<file path="src/sv/stereo_peak_auto_ducker_macros.svh">
// ---------------------------------------------------------------------------
// Stereo peak auto ducker assertion macros
// Shared same-cycle implication and next-cycle check forms.
// ---------------------------------------------------------------------------
`ifndef STEREO_PEAK_AUTO_DUCKER_MACROS_SVH
`define STEREO_PEAK_AUTO_DUCKER_MACROS_SVH

// Consequent must hold in the same cycle as the antecedent.
`define SPAD_ASSERT_IMP(name, clk, rst_n, ante, cons) \
	name: assert property (@(posedge clk) disable iff (!rst_n) (ante) |-> (cons)) \
		else $error("spad check failed");

// Consequent must hold in the cycle after the antecedent.
`define SPAD_ASSERT_NXT(name, clk, rst_n, ante, cons) \
	name: assert property (@(posedge clk) disable iff (!rst_n) (ante) |=> (cons)) \
		else $error("spad check failed");

`endif

</file>
<file path="src/sv/spad_pkg.sv">
`timescale 1ns / 1ps
// ---------------------------------------------------------------------------
// spad_pkg
// Widths, register indices, reset values and command types of the ducker.
// ---------------------------------------------------------------------------
package spad_pkg;

	localparam int SAMPLE_WIDTH_DEF = 24;

	localparam int Q23_W      = 24;
	localparam int COEF_W     = 25;
	localparam int GR_W       = 17;
	localparam int G_W        = 33;
	localparam int MUL_A_W    = 32;
	localparam int MUL_B_W    = 33;
	localparam int PROD_W     = MUL_A_W + MUL_B_W;
	localparam int CFG_DATA_W = 32;
	localparam int REG_IDX_W  = 3;

	localparam logic [COEF_W-1:0] ONE_Q24 = COEF_W'(1) << 24;
	localparam logic [Q23_W-1:0]  ONE_Q23 = Q23_W'(1) << 23;
	localparam logic [GR_W-1:0]   ONE_Q16 = GR_W'(1) << 16;

	localparam logic [REG_IDX_W-1:0] REG_THRESHOLD = 3'd0;
	localparam logic [REG_IDX_W-1:0] REG_OVER      = 3'd1;
	localparam logic [REG_IDX_W-1:0] REG_ATTACK    = 3'd2;
	localparam logic [REG_IDX_W-1:0] REG_RELEASE   = 3'd3;
	localparam logic [REG_IDX_W-1:0] REG_DROP      = 3'd4;
	localparam logic [REG_IDX_W-1:0] REG_MIX       = 3'd5;

	localparam logic [23:0] RST_THRESHOLD = 24'd838861;
	localparam logic [31:0] RST_OVER      = 32'd72817;
	localparam logic [24:0] RST_ATTACK    = 25'd345770;
	localparam logic [24:0] RST_RELEASE   = 25'd1747;
	localparam logic [16:0] RST_DROP      = 17'd32768;
	localparam logic [16:0] RST_MIX       = 17'd65536;

	typedef struct packed {
		logic [23:0]       threshold_level;
		logic [31:0]       over_scale;
		logic [COEF_W-1:0] attack_coeff;
		logic [COEF_W-1:0] release_coeff;
		logic [GR_W-1:0]   drop_amount;
		logic [GR_W-1:0]   mix_amount;
	} cfg_t;

	typedef enum logic [4:0] {
		OP_IDLE,
		OP_DIFF_ENV,
		OP_MUL_ENV,
		OP_WB_ENV,
		OP_OVER,
		OP_MUL_OVER,
		OP_WB_RATIO,
		OP_MUL_TGT,
		OP_WB_TGT,
		OP_DIFF_GR,
		OP_MUL_GR,
		OP_WB_GR,
		OP_MUL_GAIN,
		OP_WB_GAIN,
		OP_MUL_L,
		OP_WB_L,
		OP_MUL_R,
		OP_WB_R
	} op_t;

	typedef struct packed {
		logic load;
		logic push;
		op_t  op;
	} cmd_t;

endpackage

</file>
<file path="src/sv/spad_cfg.sv">
`timescale 1ns / 1ps
// ---------------------------------------------------------------------------
// spad_cfg
// Configuration register bank, written through a plain indexed write port.
// ---------------------------------------------------------------------------
module spad_cfg
	import spad_pkg::*;
(
	input  logic                  clk,
	input  logic                  arst_n,
	input  logic                  cfg_we,
	input  logic [REG_IDX_W-1:0]  cfg_index,
	input  logic [CFG_DATA_W-1:0] cfg_wdata,
	output cfg_t                  cfg
);

	cfg_t cfg_q;

	always_ff @(posedge clk or negedge arst_n) begin
		if (!arst_n) begin
			cfg_q.threshold_level <= RST_THRESHOLD;
			cfg_q.over_scale      <= RST_OVER;
			cfg_q.attack_coeff    <= RST_ATTACK;
			cfg_q.release_coeff   <= RST_RELEASE;
			cfg_q.drop_amount     <= RST_DROP;
			cfg_q.mix_amount      <= RST_MIX;
		end else if (cfg_we) begin
			case (cfg_index)
				REG_THRESHOLD: cfg_q.threshold_level <= cfg_wdata[23:0];
				REG_OVER:      cfg_q.over_scale      <= cfg_wdata[31:0];
				REG_ATTACK:    cfg_q.attack_coeff    <= cfg_wdata[COEF_W-1:0];
				REG_RELEASE:   cfg_q.release_coeff   <= cfg_wdata[COEF_W-1:0];
				REG_DROP:      cfg_q.drop_amount     <= cfg_wdata[GR_W-1:0];
				REG_MIX:       cfg_q.mix_amount      <= cfg_wdata[GR_W-1:0];
				default: begin
					// drop writes to unused indices
				end
			endcase
		end
	end

	assign cfg = cfg_q;

endmodule

</file>
<file path="src/sv/spad_ctrl.sv">
`timescale 1ns / 1ps
// ---------------------------------------------------------------------------
// spad_ctrl
// Sequencer: steps the datapath through its operations and owns the
// output valid flag.
// ---------------------------------------------------------------------------
`include "stereo_peak_auto_ducker_macros.svh"

module spad_ctrl
	import spad_pkg::*;
(
	input  logic clk,
	input  logic arst_n,
	input  logic in_valid,
	output logic in_ready,
	output logic out_valid,
	input  logic out_ready,
	output cmd_t cmd
);

	typedef enum logic [1:0] {
		ST_IDLE,
		ST_RUN,
		ST_PUSH
	} state_t;

	state_t state_q;
	op_t    op_q;
	logic   out_valid_q;
	logic   slot_free;

	assign slot_free = !out_valid_q || out_ready;

	always_ff @(posedge clk or negedge arst_n) begin
		if (!arst_n) begin
			state_q     <= ST_IDLE;
			op_q        <= OP_IDLE;
			out_valid_q <= 1'b0;
		end else begin
			if (state_q == ST_PUSH && slot_free)
				out_valid_q <= 1'b1;
			else if (out_valid_q && out_ready)
				out_valid_q <= 1'b0;
			case (state_q)
				ST_IDLE: begin
					if (in_valid) begin
						state_q <= ST_RUN;
						op_q    <= OP_DIFF_ENV;
					end
				end
				ST_RUN: begin
					if (op_q == OP_WB_R) begin
						state_q <= ST_PUSH;
						op_q    <= OP_IDLE;
					end else begin
						op_q <= op_t'(5'(op_q) + 5'd1);
					end
				end
				ST_PUSH: begin
					// hold the result until the output register can take it
					if (slot_free)
						state_q <= ST_IDLE;
				end
				default: begin
					state_q <= ST_IDLE;
					op_q    <= OP_IDLE;
				end
			endcase
		end
	end

	assign in_ready  = (state_q == ST_IDLE);
	assign out_valid = out_valid_q;
	assign cmd.load  = in_valid && (state_q == ST_IDLE);
	assign cmd.push  = (state_q == ST_PUSH) && slot_free;
	assign cmd.op    = op_q;

	`SPAD_ASSERT_NXT(a_load_starts_run, clk, arst_n, cmd.load, !in_ready && op_q == OP_DIFF_ENV)
	`SPAD_ASSERT_NXT(a_push_sets_valid, clk, arst_n, cmd.push, out_valid_q && in_ready)
	`SPAD_ASSERT_IMP(a_run_has_op, clk, arst_n, state_q == ST_RUN, op_q != OP_IDLE)

endmodule

</file>
<file path="src/sv/spad_dp.sv">
`timescale 1ns / 1ps
// ---------------------------------------------------------------------------
// spad_dp
// Datapath: peak detect, two one-pole followers, overshoot scaling and the
// per-channel blend, all through one shared registered multiplier.
// ---------------------------------------------------------------------------
`include "stereo_peak_auto_ducker_macros.svh"

module spad_dp
	import spad_pkg::*;
#(
	parameter int SAMPLE_WIDTH = SAMPLE_WIDTH_DEF
) (
	input  logic                    clk,
	input  logic                    arst_n,
	input  cmd_t                    cmd,
	input  cfg_t                    cfg,
	input  logic [SAMPLE_WIDTH-1:0] left_sample,
	input  logic [SAMPLE_WIDTH-1:0] right_sample,
	output logic [SAMPLE_WIDTH-1:0] left_out,
	output logic [SAMPLE_WIDTH-1:0] right_out
);

	localparam int EXT_W = SAMPLE_WIDTH + 8;
	localparam int SHR   = (SAMPLE_WIDTH >= 24) ? SAMPLE_WIDTH - 24 : 0;
	localparam int SHL   = (SAMPLE_WIDTH >= 24) ? 0 : 24 - SAMPLE_WIDTH;
	localparam logic [PROD_W-1:0] RND_Q24 = PROD_W'(1) << 23;
	localparam logic [PROD_W-1:0] RND_Q32 = PROD_W'(1) << 31;
	localparam logic [SAMPLE_WIDTH-1:0] LIM = SAMPLE_WIDTH'(1) << (SAMPLE_WIDTH - 1);

	// state
	logic [Q23_W-1:0] env_q;
	logic [GR_W-1:0]  gr_q;

	// working registers
	logic [SAMPLE_WIDTH-1:0] mag_l_q, mag_r_q;
	logic                    neg_l_q, neg_r_q;
	logic [Q23_W-1:0]        peak_q, diff_q, over_q, ratio_q;
	logic [GR_W-1:0]         tgt_q;
	logic [COEF_W-1:0]       coef_q;
	logic                    rise_q, above_q;
	logic [G_W-1:0]          g_q;
	logic [PROD_W-1:0]       prod_q;
	logic [SAMPLE_WIDTH-1:0] res_l_q, res_r_q, out_l_q, out_r_q;

	// combinational
	logic [SAMPLE_WIDTH-1:0] mag_l, mag_r;
	logic [Q23_W-1:0]        q23_l, q23_r;
	logic [COEF_W-1:0]       atk_c, rel_c;
	logic [GR_W-1:0]         drop_c, mix_c;
	logic [MUL_A_W-1:0]      mul_a;
	logic [MUL_B_W-1:0]      mul_b;
	logic [PROD_W-1:0]       rnd_step;
	logic [Q23_W-1:0]        step;
	logic [PROD_W-17:0]      ratio_full;
	logic                    env_rise, gr_rise;

	function automatic logic [SAMPLE_WIDTH-1:0] abs_mag(logic [SAMPLE_WIDTH-1:0] raw);
		return raw[SAMPLE_WIDTH-1] ? SAMPLE_WIDTH'(0) - raw : raw;
	endfunction

	function automatic logic [Q23_W-1:0] to_q23(logic [SAMPLE_WIDTH-1:0] mag);
		logic [EXT_W-1:0] ext;
		ext = EXT_W'(mag);
		ext = (ext << SHL) >> SHR;
		return ext[Q23_W-1:0];
	endfunction

	// round, drop the Q0.32 fraction, saturate and restore the sign
	function automatic logic [SAMPLE_WIDTH-1:0] finish(logic [PROD_W-1:0] p, logic neg);
		logic [PROD_W-1:0]       rnd;
		logic [SAMPLE_WIDTH-1:0] m;
		rnd = p + RND_Q32;
		m   = rnd[32 +: SAMPLE_WIDTH];
		if (neg) begin
			if (m > LIM)
				m = LIM;
			return SAMPLE_WIDTH'(0) - m;
		end
		if (m > LIM - SAMPLE_WIDTH'(1))
			m = LIM - SAMPLE_WIDTH'(1);
		return m;
	endfunction

	assign mag_l = abs_mag(left_sample);
	assign mag_r = abs_mag(right_sample);
	assign q23_l = to_q23(mag_l);
	assign q23_r = to_q23(mag_r);

	assign atk_c  = (cfg.attack_coeff > ONE_Q24) ? ONE_Q24 : cfg.attack_coeff;
	assign rel_c  = (cfg.release_coeff > ONE_Q24) ? ONE_Q24 : cfg.release_coeff;
	assign drop_c = (cfg.drop_amount > ONE_Q16) ? ONE_Q16 : cfg.drop_amount;
	assign mix_c  = (cfg.mix_amount > ONE_Q16) ? ONE_Q16 : cfg.mix_amount;

	assign env_rise = peak_q > env_q;
	assign gr_rise  = tgt_q > gr_q;

	assign rnd_step   = prod_q + RND_Q24;
	assign step       = rnd_step[24 +: Q23_W];
	assign ratio_full = prod_q[PROD_W-1:16];

	// operand selection for the shared multiplier
	always_comb begin
		mul_a = '0;
		mul_b = '0;
		case (cmd.op)
			OP_MUL_ENV, OP_MUL_GR: begin
				mul_a = MUL_A_W'(coef_q);
				mul_b = MUL_B_W'(diff_q);
			end
			OP_MUL_OVER: begin
				mul_a = cfg.over_scale;
				mul_b = MUL_B_W'(over_q);
			end
			OP_MUL_TGT: begin
				mul_a = MUL_A_W'(drop_c);
				mul_b = MUL_B_W'(ratio_q);
			end
			OP_MUL_GAIN: begin
				mul_a = MUL_A_W'(ONE_Q16 - ((gr_q > ONE_Q16) ? ONE_Q16 : gr_q));
				mul_b = MUL_B_W'(mix_c);
			end
			OP_MUL_L: begin
				mul_a = MUL_A_W'(mag_l_q);
				mul_b = g_q;
			end
			OP_MUL_R: begin
				mul_a = MUL_A_W'(mag_r_q);
				mul_b = g_q;
			end
			default: begin
				mul_a = '0;
				mul_b = '0;
			end
		endcase
	end

	always_ff @(posedge clk or negedge arst_n) begin
		if (!arst_n) begin
			env_q <= '0;
			gr_q  <= '0;
		end else begin
			case (cmd.op)
				OP_WB_ENV: env_q <= rise_q ? env_q + step : env_q - step;
				OP_WB_GR:  gr_q  <= rise_q ? gr_q + GR_W'(step) : gr_q - GR_W'(step);
				default: begin
				end
			endcase
		end
	end

	always_ff @(posedge clk) begin
		prod_q <= PROD_W'(mul_a) * PROD_W'(mul_b);
		if (cmd.load) begin
			mag_l_q <= mag_l;
			mag_r_q <= mag_r;
			neg_l_q <= left_sample[SAMPLE_WIDTH-1];
			neg_r_q <= right_sample[SAMPLE_WIDTH-1];
			peak_q  <= (q23_l > q23_r) ? q23_l : q23_r;
		end
		if (cmd.push) begin
			out_l_q <= res_l_q;
			out_r_q <= res_r_q;
		end
		case (cmd.op)
			OP_DIFF_ENV: begin
				rise_q <= env_rise;
				diff_q <= env_rise ? peak_q - env_q : env_q - peak_q;
				coef_q <= env_rise ? atk_c : rel_c;
			end
			OP_OVER: begin
				above_q <= env_q > cfg.threshold_level;
				over_q  <= env_q - cfg.threshold_level;
			end
			OP_WB_RATIO: begin
				if (!above_q)
					ratio_q <= '0;
				else if (ratio_full > (PROD_W - 16)'(ONE_Q23))
					ratio_q <= ONE_Q23;
				else
					ratio_q <= ratio_full[Q23_W-1:0];
			end
			OP_WB_TGT: tgt_q <= prod_q[23 +: GR_W];
			OP_DIFF_GR: begin
				rise_q <= gr_rise;
				diff_q <= Q23_W'(gr_rise ? tgt_q - gr_q : gr_q - tgt_q);
				coef_q <= gr_rise ? atk_c : rel_c;
			end
			OP_WB_GAIN: g_q <= G_W'({ONE_Q16 - mix_c, 16'd0}) + prod_q[G_W-1:0];
			OP_WB_L: res_l_q <= finish(prod_q, neg_l_q);
			OP_WB_R: res_r_q <= finish(prod_q, neg_r_q);
			default: begin
			end
		endcase
	end

	assign left_out  = out_l_q;
	assign right_out = out_r_q;

	`SPAD_ASSERT_IMP(a_env_in_range, clk, arst_n, 1'b1, env_q <= ONE_Q23)
	`SPAD_ASSERT_IMP(a_gr_in_range, clk, arst_n, 1'b1, gr_q <= ONE_Q16)
	`SPAD_ASSERT_NXT(a_env_release_falls, clk, arst_n, cmd.op == OP_WB_ENV && !rise_q, env_q <= $past(env_q))

endmodule

</file>
<file path="src/sv/stereo_peak_auto_ducker.sv">
`timescale 1ns / 1ps
// A stereo pair is accepted only while the sequencer is idle, and its result
// is pushed to the output register once the output side can take it; pairs
// are processed one at a time, as seven products share the single multiplier.
// A finished result waits in the output register while the next pair enters.
// Reset (arst_n low, asynchronous) clears envelope, gain reduction, control
// state and loads the default register values.
// ---------------------------------------------------------------------------
// stereo_peak_auto_ducker
// Stereo peak-following auto ducker with attack/release smoothing and mix.
// ---------------------------------------------------------------------------
module stereo_peak_auto_ducker
	import spad_pkg::*;
#(
	parameter int SAMPLE_WIDTH = SAMPLE_WIDTH_DEF,
	localparam int TDATA_W = ((2 * SAMPLE_WIDTH + 7) / 8) * 8
) (
	input  logic                  clk,
	input  logic                  arst_n,
	input  logic                  s_axis_tvalid,
	output logic                  s_axis_tready,
	input  logic [TDATA_W-1:0]    s_axis_tdata,  // left_sample, right_sample, zero pad
	output logic                  m_axis_tvalid,
	input  logic                  m_axis_tready,
	output logic [TDATA_W-1:0]    m_axis_tdata,  // left_out, right_out, zero pad
	input  logic                  cfg_we,
	input  logic [REG_IDX_W-1:0]  cfg_index,
	input  logic [CFG_DATA_W-1:0] cfg_wdata
);

	cfg_t                    cfg;
	cmd_t                    cmd;
	logic [SAMPLE_WIDTH-1:0] left_out, right_out;

	spad_cfg u_cfg (
		.clk       (clk),
		.arst_n    (arst_n),
		.cfg_we    (cfg_we),
		.cfg_index (cfg_index),
		.cfg_wdata (cfg_wdata),
		.cfg       (cfg)
	);

	spad_ctrl u_ctrl (
		.clk       (clk),
		.arst_n    (arst_n),
		.in_valid  (s_axis_tvalid),
		.in_ready  (s_axis_tready),
		.out_valid (m_axis_tvalid),
		.out_ready (m_axis_tready),
		.cmd       (cmd)
	);

	spad_dp #(
		.SAMPLE_WIDTH (SAMPLE_WIDTH)
	) u_dp (
		.clk          (clk),
		.arst_n       (arst_n),
		.cmd          (cmd),
		.cfg          (cfg),
		.left_sample  (s_axis_tdata[SAMPLE_WIDTH-1:0]),
		.right_sample (s_axis_tdata[2*SAMPLE_WIDTH-1:SAMPLE_WIDTH]),
		.left_out     (left_out),
		.right_out    (right_out)
	);

	assign m_axis_tdata = TDATA_W'({right_out, left_out});

endmodule

</file>
<file path="config.mk">
export PLATFORM = sky130hd
export DESIGN_NAME = stereo_peak_auto_ducker
export DESIGN_NICKNAME = d
export VERILOG_FILES = /design/src/sv/spad_pkg.sv /design/src/sv/spad_cfg.sv /design/src/sv/spad_ctrl.sv /design/src/sv/spad_dp.sv /design/src/sv/stereo_peak_auto_ducker.sv
export VERILOG_INCLUDE_DIRS = /design/src /design/src/sv
export SDC_FILE = /design/constraint.sdc
export NUM_CORES = 2
export LEC_CHECK = 0
export ABC_AREA = 1
export BUFFER_PORTS_ARGS = -buffer_cell sky130_fd_sc_hd__buf_2
export CORE_UTILIZATION = 66
export CTS_BUF_LIST = sky130_fd_sc_hd__clkbuf_8
export CTS_CLUSTER_SIZE = 20
export DETAILED_ROUTE_END_ITERATION = 6
export PLACE_DENSITY = 0.83
export SLEW_MARGIN = 15
export SYNTH_ARGS = -nofsm -noshare
export SYNTH_HDL_FRONTEND = slang
export SYNTH_SLANG_ARGS = --single-unit
export TNS_END_PERCENT = 50
</file>
<file path="constraint.sdc">
create_clock -name clk -period 10.52 [get_ports clk]
set_clock_uncertainty 0.05 [all_clocks]
set_input_delay 0.526 -clock clk [delete_from_list [all_inputs] [get_ports clk]]
set_output_delay 0.526 -clock clk [all_outputs]
set_load 0.01 [all_outputs]
</file>
==> impl_results.md <==
- Status: finished, final reports clean
- GRT Util Overall: between 40% and 50%
- Die Wd: about 320 µm
- Critical R2R Launch: u_ctrl.op_q[1]
- Worst r2r dst: u_dp.prod_q[61]
- Clock group share of total power: ~10%
- FF+latch count, synth: about 570
- CP max FO: 13
- Min-delay worst type: input pin to flop
- Fillers: about 8000
- Area leader, netlist: fa_1
- Final WL: 242000 µm
- EDFF count, synth: about 320
- Setup WS pre-CTS: around 0.39 ns
- GP Congestion: ~1.1
- Core ar.: slightly above 0.1 mm²
- CTS buffer count: 95
- Power per cell area: between 200 and 300 mW/mm²
- Post-DR vias/cell: 6.10
- First-pass GRT wire length: 358000 µm
- Post-Syn Area: between 0.06 and 0.07 mm²
- Buffers and inverters on the worst path: 10
- Worst EP arrival: 10.80 ns
- Avg Inst Size Synth: about 8.3 µm²
- Total grt overflow: 0
- Remaining DRCs: 0
- Row count: ~120
- Peak VDD IR: roughly 0.28 mV
- Slowest cell on the critical path: fa_1
- Fraction of layout cells with a size suffix above 1: 7.64%
- Reg power frac: approximately 17%
- Clk_lat worst skew: ~0.8 ns
- P&R area growth vs syn: 7.89%
- Psw: around 0.012 W
- Pre-Repair DR Iteration Count: 7
- Top-area cell type share of the netlist area: 27.4%
- Clk root buf: clkbuf_8
- Critical path's top delay family: adder cells
- Worst relative slew slack: about 22%
- Sw Ratio: between 50% and 60%
- Period utilization: 97.5%
- Top cells by area, synth: fa_1, edfxtp_1, inv_1, nand2_1, ha_1
- CP Class: flop to flop
- Post-Synthesis Cells: slightly above 8000
- Clock Sinks: 573
- Crit. End Element: flop
- Worst setup path startpoint: u_ctrl.op_q[1]
- Count of final max-slew check failures: 0
- Final setup TNS: 0 ns
- Clock-pin slew on the worst setup and hold paths: around 0.060 ns
- DR iter-0 viols: between 7000 and 8000
- CP endpoint: u_dp.prod_q[61]
- RSZ-0062 raised after global routing: false
- R2R depth: 36
- Detailed-route via count: a little over 60000
- Max H-tree Level: 3
- Remaining antenna violation count: 0
- Hold Vio Cnt, Final: 0
- Worst setup margin: 0.266 ns
- Max Fclk: about 98 MHz
- Die H: roughly 320 µm
- Post-synth ARST share: 33.0%
- Ports: 138
- Commonest register cell after synthesis: edfxtp_1
- Pin count of the biggest net entering global routing: between 70 and 80
- Vias in the first global route: 60300
- Wire per inst: between 20 and 25 µm
- Critical Path Stages: 36
- Initial antenna violation count: 16
- Comb pwr share: 73.1%
- Nets: slightly below 10000
- Worst Path Required: ~11 ns
- Max Cap Violations: 0
- Sequential area share after synthesis: 23.0%
- CP Launch Type: flop
- CTS tree: yes
- Tmin final: between 10 and 15 ns
- PortBufs: roughly 140
- Internal power: about 0.0095 W
- Worst-Margin Slew: 1.17 ns
- DP Wirelength: between 150000 and 200000 µm
- Syn. warnings: 0
- # setup viols final: 0
- Synth cell types: between 70 and 80
- Commonest non-fill, non-tap cell in the layout: inv_1
- Die area: about 0.10 mm²
- Leakage power: roughly 37 nW
- Most frequent cells in the layout: inv_1, nand2_1, fa_1
- Slowest stage delay, CP: approximately 0.54 ns
- Clock buffer depth: 3
- Initial core utilization: between 60% and 70%
- Flop-to-flop setup slack: 0.27 ns
## cell type report
| type | instances | area (µm²) | share of cell area (%) |
|---|---|---|---|
| timing repair buffer | 362 | 2460 | 3.34 |
| clock inverter | 75 | 612 | 0.831 |
| multi-input combinational | 5695 | 45200 | 61.4 |
| tap | 1368 | 1710 | 2.33 |
| antenna | 9 | 22.5 | 0.0306 |
| clock buffer | 104 | 1430 | 1.94 |
| sequential | 573 | 15700 | 21.3 |
| timing repair inverter | 1 | 7.51 | 0.0102 |
| inverter | 1735 | 6530 | 8.87 |
## metal layers
metal  vias to the layer above  global-route usage (%)  wire [µm]
li1                      26000                       -          -
met1                     29200                    59.3      87400
met2                      4250                    68.8     103000
met3                      1019                    15.4      33200
met4                        14                    28.1      17500
met5                         -                       0        124
## logic make-up (layout without fill, tap and decap cells)
kind of cell               Yosys count  in the layout  synth area share, %
and+or+nand+nor                   2900           2901                 17.3
buffers and inverters             2007           2277                 11.2
adders and majority gates         1395           1395                 35.9
AOI/OAI and AO/OA                 1099           1099                 9.23
DFF                                573            573                 23.0
xor gates and xnor gates           260            260                 3.36
muxes                                4              4               0.0642
other                                2             45               0.0110
## Yosys cell counts (18+ instances only)
cell type,number
buf_2,30
nor4_1,40
nor2_1,792
or2_2,20
xnor2_1,74
xor2_1,185
ha_1,461
clkinv_1,18
nand2_2,19
inv_1,1703
nor3_1,42
nand4_1,64
dfrtp_1,152
nand2_1,1640
o21ai_0,461
o21ai_1,22
a22o_1,51
nand3_1,237
a221oi_1,31
a21oi_1,352
a31oi_1,38
o21bai_1,24
dfstp_2,37
fa_1,934
clkbuf_1,231
dfxtp_1,65
edfxtp_1,319
o21a_1,27
## worst min-delay path by stage
stage	startpoint	to	cells past startpoint
after CTS	cfg_wdata[18]	u_cfg.cfg[77]	3
after global routing	cfg_wdata[24]	u_cfg.cfg[58]	3
final	cfg_wdata[24]	u_cfg.cfg[83]	3
after detailed placement	u_dp.prod_q[11]	u_dp.g_q[11]	0
after floorplan	arst_n	u_cfg.cfg[0]	0
after global placement	u_dp.prod_q[13]	u_dp.g_q[13]	0
## power groups by stage
stage	combinational, W	sequential, W	clock, W
floorplan	0.0101	0.00345	0
global placement	0.0150	0.00376	0
detailed placement	0.0153	0.00377	0
CTS	0.0155	0.00373	0.00214
global route	0.0173	0.00377	0.00224
finish	0.0161	0.00377	0.00215
## timing repair
item	CTS	global route
hold buffers	12	0
endpoints found under the hold margin	54	0
gates resized for setup	0	10
setup buffers	0	3
setup endpoints to repair	0	10
## per-stage QoR
step	total power (W)	instances	util, %	hold WS, ns	cell area (µm²)
2_1_floorplan	0.0136	8274	-	0.180	68300
3_3_place_gp	0.0188	9716	69.8	0.338	71300
3_5_place_dp	0.0191	9716	69.8	0.343	71300
4_1_cts	0.0214	9907	71.9	0.0549	73500
5_1_grt	0.0233	9915	72.0	0.0969	73600
6_report	0.0220	9922	72.0	0.0808	73600
## tightest hold or removal path: stages
cell and delay (ns):
buf_2 0.08, inv_1 0.07, o21ai_0 0.15
## registers in the layout, summed over array words and instances, names as in the netlist, 25 cells and up
name,flops
u_cfg.cfg,140
u_dp.coef_q,25
u_dp.g_q,33
u_dp.prod_q,65
Power figures use the tool's default switching activity.
